--- config.mk ---
export PLATFORM = sky130hd
export DESIGN_NAME = mba_bar_update
export DESIGN_NICKNAME = d
export VERILOG_FILES = /design/src/sv/mba_pkg.sv /design/src/sv/mba_bar_update.sv
export SDC_FILE = /design/constraint.sdc
export NUM_CORES = 1
export LEC_CHECK = 0
export BUFFER_PORTS_ARGS = -buffer_cell sky130_fd_sc_hd__buf_2
export CAP_MARGIN = 25
export CORE_AREA = 5 5 166 168
export DETAILED_ROUTE_END_ITERATION = 6
export DIE_AREA = 0 0 171 173
export PLACE_DENSITY = 0.48
export SKIP_LAST_GASP = 1
export SLEW_MARGIN = 20
export SYNTH_ARGS = -nofsm -noshare
export SYNTH_HDL_FRONTEND = slang
export SYNTH_SLANG_ARGS = --single-unit
--- constraint.sdc ---
create_clock -name vclk -period 3.9
set_input_delay 0.39 -clock vclk [all_inputs]
set_output_delay 0.39 -clock vclk [all_outputs]
set_load 0.02 [all_outputs]
--- src/sv/mba_pkg.sv ---
`timescale 1ns / 1ps
package mba_pkg;

    localparam int SLOT_W   = 6;
    localparam int HOUR_W   = 5;
    localparam int MINUTE_W = 6;
    localparam int GROUP_W  = 3;
    localparam int PRICE_W  = 32;
    localparam int VOL_W    = 32;

    // Number of slots that a six-bit slot field can name.
    localparam int SLOT_SPACE = 1 << SLOT_W;

    localparam logic [VOL_W-1:0] VOL_MAX = '1;

    // Session groups.
    localparam logic [GROUP_W-1:0] GRP_NONE     = 3'd0;
    localparam logic [GROUP_W-1:0] GRP_END_2300 = 3'd1;
    localparam logic [GROUP_W-1:0] GRP_END_2330 = 3'd2;
    localparam logic [GROUP_W-1:0] GRP_END_0100 = 3'd3;
    localparam logic [GROUP_W-1:0] GRP_END_0230 = 3'd4;
    localparam logic [GROUP_W-1:0] GRP_TREASURY = 3'd5;

    typedef struct packed {
        logic [SLOT_W-1:0]   symbol_slot;
        logic [GROUP_W-1:0]  session_group;
        logic [HOUR_W-1:0]   tick_hour;
        logic [MINUTE_W-1:0] tick_minute;
        logic [PRICE_W-1:0]  last_price;
        logic [VOL_W-1:0]    tick_volume;
    } tick_t;

    typedef struct packed {
        logic [SLOT_W-1:0]   bar_slot;
        logic [HOUR_W-1:0]   bar_hour;
        logic [MINUTE_W-1:0] bar_minute;
        logic [PRICE_W-1:0]  open_price;
        logic [PRICE_W-1:0]  high_price;
        logic [PRICE_W-1:0]  low_price;
        logic [PRICE_W-1:0]  close_price;
        logic [VOL_W-1:0]    bar_volume;
    } bar_t;

    // One table entry: the bar under construction in a slot.
    typedef struct packed {
        logic [HOUR_W-1:0]   open_hour;
        logic [MINUTE_W-1:0] open_minute;
        logic [PRICE_W-1:0]  first_price;
        logic [PRICE_W-1:0]  top_price;
        logic [PRICE_W-1:0]  bottom_price;
        logic [PRICE_W-1:0]  latest_price;
        logic [VOL_W-1:0]    volume_sum;
    } bar_entry_t;

    // Write-back control from the update logic to the table.
    typedef struct packed {
        logic wr_en;
        logic clr_en;
    } tbl_ctl_t;

    function automatic logic at_time(input logic [HOUR_W-1:0] h,
                                     input logic [MINUTE_W-1:0] m,
                                     input logic [HOUR_W-1:0] th,
                                     input logic [MINUTE_W-1:0] tm);
        return (h == th) && (m == tm);
    endfunction

    // True when a bar at h:m closes the session of group g.
    function automatic logic session_end(input logic [GROUP_W-1:0] g,
                                         input logic [HOUR_W-1:0] h,
                                         input logic [MINUTE_W-1:0] m);
        logic hit;
        hit = 1'b0;
        case (g)
            GRP_END_2300: hit = (h == 5'd23);
            GRP_END_2330: hit = at_time(h, m, 5'd23, 6'd30);
            GRP_END_0100: hit = (h == 5'd1);
            GRP_END_0230: hit = at_time(h, m, 5'd2, 6'd30);
            GRP_TREASURY: hit = at_time(h, m, 5'd15, 6'd15);
            default:      hit = 1'b0;
        endcase
        return hit || ((g != GRP_TREASURY) && at_time(h, m, 5'd15, 6'd0));
    endfunction

endpackage

--- src/sv/mba_bar_update.sv ---
`timescale 1ns / 1ps
module mba_bar_update (
    input  mba_pkg::tick_t      tick,
    input  mba_pkg::bar_entry_t cur,
    input  logic                cur_open,
    output mba_pkg::bar_entry_t nxt,
    output mba_pkg::tbl_ctl_t   ctl,
    output logic                emit
);
    import mba_pkg::*;

    logic             same_minute;
    logic             stub;
    logic             sess_end;
    logic [VOL_W:0]   vol_sum;

    always_comb
    begin
        same_minute = cur_open && (cur.open_hour == tick.tick_hour)
                      && (cur.open_minute == tick.tick_minute);
        stub        = at_time(cur.open_hour, cur.open_minute, 5'd11, 6'd30)
                      || at_time(cur.open_hour, cur.open_minute, 5'd10, 6'd15);
        sess_end    = session_end(tick.session_group, cur.open_hour, cur.open_minute);
        vol_sum     = {1'b0, cur.volume_sum} + {1'b0, tick.tick_volume};

        nxt.open_hour    = tick.tick_hour;
        nxt.open_minute  = tick.tick_minute;
        nxt.first_price  = tick.last_price;
        nxt.top_price    = tick.last_price;
        nxt.bottom_price = tick.last_price;
        nxt.latest_price = tick.last_price;
        nxt.volume_sum   = tick.tick_volume;
        ctl.wr_en        = 1'b1;
        ctl.clr_en       = 1'b0;
        emit             = 1'b0;

        if (same_minute)
        begin
            nxt.open_hour    = cur.open_hour;
            nxt.open_minute  = cur.open_minute;
            nxt.first_price  = cur.first_price;
            nxt.top_price    = (tick.last_price > cur.top_price) ?
                               tick.last_price : cur.top_price;
            nxt.bottom_price = (tick.last_price < cur.bottom_price) ?
                               tick.last_price : cur.bottom_price;
            nxt.volume_sum   = vol_sum[VOL_W] ? VOL_MAX : vol_sum[VOL_W-1:0];
        end
        else if (cur_open && !stub && sess_end)
        begin
            // The tick is dropped and the slot is left without an open bar.
            ctl.wr_en  = 1'b0;
            ctl.clr_en = 1'b1;
        end
        else
        begin
            emit = cur_open && !stub && (cur.latest_price != '0);
        end
    end

endmodule

==> key figures <==
Outcome
  – Status: finished, final reports clean

Global routing
  – Vias in the first global route: 6600
  – Largest net degree at the start of global routing: 32
  – Total track usage: 14.5%
  – Total congestion overflow: 0
  – First-pass GRT wire length: 35.4 mm
  – Initial antenna violation count: 3

Min path
  – Hold Crit Class: in2out
  – Worst hold stages: 2

Die
  – Initial core utilization: between 20% and 30%
  – Core box area: 25800 sq um
  – # rows: 59
  – Die H: between 150 and 200 microns
  – IO Pins: between 400 and 500
  – Die X: about 170 microns
  – Die footprint: between 20000 and 30000 sq um

Power
  – Sequential Power Share: 0%
  – Psw: 0.557 mW
  – Clock Power Share: 0%
  – VDD IR max: 57.4 uV
  – Total power divided by cell area: approximately 120 nW/um^2
  – Sw Ratio: a little under three fifths
  – Internal power: approximately 0.41 mW
  – Leak pwr: 4.21 nW
  – Logic pwr share: 100.0%

Critical path
  – Critical Path RT: about 3500 ps
  – Most common cell on crit path: buf_2
  – Critical Path Fanout Max: 13
  – Worst Path Buf+Inv: 4
  – CP endpoint kind: output port
  – Max incr delay on CP: between 400 and 500 ps
  – Critical Path Source Type: input pin
  – Critical path capture point: nxt[23]
  – Crit. Startpoint: tick[0]
  – CP max-delay cell: fa_1
  – Sequence of cells on the critical path: buf_2, ha_1, fa_1, a211oi_2, nor2_1, a21oi_4, a41oi_4, a31oi_4, o31ai_4, o41ai_4, buf_12, inv_2, o22a_1, buf_2
  – WP depth: 14
  – CP Data Arrival Time: about 3300 ps
  – Critical path's top delay family: compound AO/OA/AOI/OAI gates
  – Type of the worst setup path: in2out

Synth
  – Largest family of logic cells by synthesized area: compound AO/OA/AOI/OAI gates
  – Mux cell area share after synthesis: approximately a fifth
  – Synth area leaders: ha_1 21%, mux2_2 13%, mux2_4 8.0%
  – Post-synth top area cell: ha_1
  – Cell count after synthesis: ~720
  – Syn nets: around 1100
  – Post-Synth Adder-Cell Area: 21.4%
  – Yosys top cell area share: a little over a fifth
  – Compound-gate portion of the synthesized area: about a quarter
  – Synth Warn #: 0
  – Sequential area share after synthesis: 0%
  – Simple-gate share of the synthesized area: 14.4%
  – Synth unique cells: 66
  – Mapped Avg Cell Area: slightly below 8 sq um
  – Post-Synthesis Cell Area: approximately 5600 sq um
  – XOR/XNOR share of the synthesized area: between 5 and 6%

Routing
  – DRC viols: 0
  – Total number of vias: around 6600
  – Met1 Wirelength: about 9.8 mm
  – Drt initial violations: around 210
  – DR pass1 iterations: 4
  – Wire length on met2: around 12 mm
  – Met3 wire length: about 1.8 mm
  – Total Wirelength: around 24 mm
  – Antenna-violating nets left: 0
  – Vias/cell: between 4 and 5
  – Top sig layer: met5
  – Wire per inst: 16.8 microns

CTS
  – Setup Buffers After CTS: 0
  – Gates resized, CTS repair: 0
  – Hold buffer count at CTS: 0

Final layout
  – Most common cell after layout, fill and taps aside: buf_2
  – Post-route cell area: 7890 sq um
  – Nets: between 1000 and 1500
  – Final Core Density: between 30% and 40%
  – Clock buffers: 0
  – Seq. cell area: 0 sq um
  – Area grow syn2layout: 39.9%
  – Commonest cells after routing, fill and taps aside: 424 x buf_2, 95 x ha_1, 74 x inv_1
  – Number of flip-flops and latches: 0
  – Proportion of layout cells with a drive suffix above 1: ~53%

STA
  – Final min period: roughly 3700 ps
  – Fmax: 271 MHz
  – Rel. slew slack: 60.8%
  – Fin Setup TNS: 0 ps
  – Final period util: between 90% and 100%
  – Final Hold Fails: 0
  – RSZ-0062 raised after global routing: no
  – # setup viols final: 0
  – Final WS setup: 208 ps
  – Least-Margin Pin Slew: a little under 600 ps
  – Slew Viols, Final: 0

Place
  – I/O Buffers: 424
  – Post-DP HPWL: between 20 and 25 mm
  – DP Worst Slack: 191 ps
  – Placed Area: just under 8000 sq um
  – Final GP Congestion: between 0.8 and 0.9

Run
  – Max-capacitance violation count: 0
==> routing by layer <==
metal | track usage [%] | vias to the layer above
li1 | - | 3317
met1 | 17.3 | 2975
met2 | 27.9 | 275
met3 | 1.94 | 16
met4 | 1.65 | 4
met5 | 0 | -
==> Yosys cell counts (4+ instances only) <==
| cell type | instances |
|---|---|
| o22a_1 | 4 |
| a21oi_1 | 52 |
| a211oi_1 | 5 |
| nor2b_1 | 8 |
| inv_1 | 74 |
| a21oi_2 | 23 |
| nand4_1 | 19 |
| a31oi_1 | 5 |
| mux2_4 | 30 |
| clkbuf_1 | 18 |
| xnor2_1 | 22 |
| nor4_1 | 13 |
| ha_1 | 95 |
| nand2b_1 | 6 |
| o21ai_0 | 27 |
| nand2_1 | 28 |
| nor3_1 | 5 |
| o21ai_1 | 5 |
| xor2_1 | 15 |
| o211ai_1 | 4 |
| buf_2 | 6 |
| mux2_2 | 65 |
| a21o_1 | 28 |
| and4_1 | 4 |
| o21a_1 | 9 |
| nor2_1 | 57 |
| buf_4 | 32 |
==> cell families (layout without fill, tap and decap cells) <==
family / count (synthesis) / count (layout)
AOI/OAI and AO/OA: 192 / 192
xor gates and xnor gates: 37 / 37
adders and majority gates: 96 / 96
buffers and inverters: 136 / 509
muxes: 97 / 97
other: 0 / 1
and+or+nand+nor: 160 / 160
==> power by group through the flow <==
stage          combinational, mW  sequential (mW)    clock (mW)
6_report                   0.971                0  0.0000000343
4_1_cts                    0.983                0             0
5_1_grt                     1.07                0  0.0000000343
2_1_floorplan              0.623                0             0
3_3_place_gp               0.976                0             0
3_5_place_dp               0.977                0             0
==> through the flow <==
stage,power (mW),cells,hold slack [ps]
after floorplan,0.623,718,893
after global placement,0.976,1426,1030
after detailed placement,0.977,1426,1030
after CTS,0.983,1426,1030
after global routing,1.07,1427,1040
final,0.971,1427,1030
==> layout make-up <==
type / instances / area (sq um)
inverter: 75 / 282
multi-input combinational: 582 / 4950
tap: 335 / 419
antenna: 1 / 2.50
timing repair buffer: 434 / 2230
fill: 2882 / 17900
==> worst min path at each step <==
stage / from / endpoint / slack, ps
final: tick[66] / nxt[162] / 1030
after global routing: tick[66] / nxt[162] / 1040
after CTS: tick[66] / nxt[162] / 1030
after detailed placement: tick[66] / nxt[162] / 1030
after global placement: tick[66] / nxt[162] / 1030
after floorplan: tick[32] / nxt[32] / 890
(Power assumes the default switching activity.)
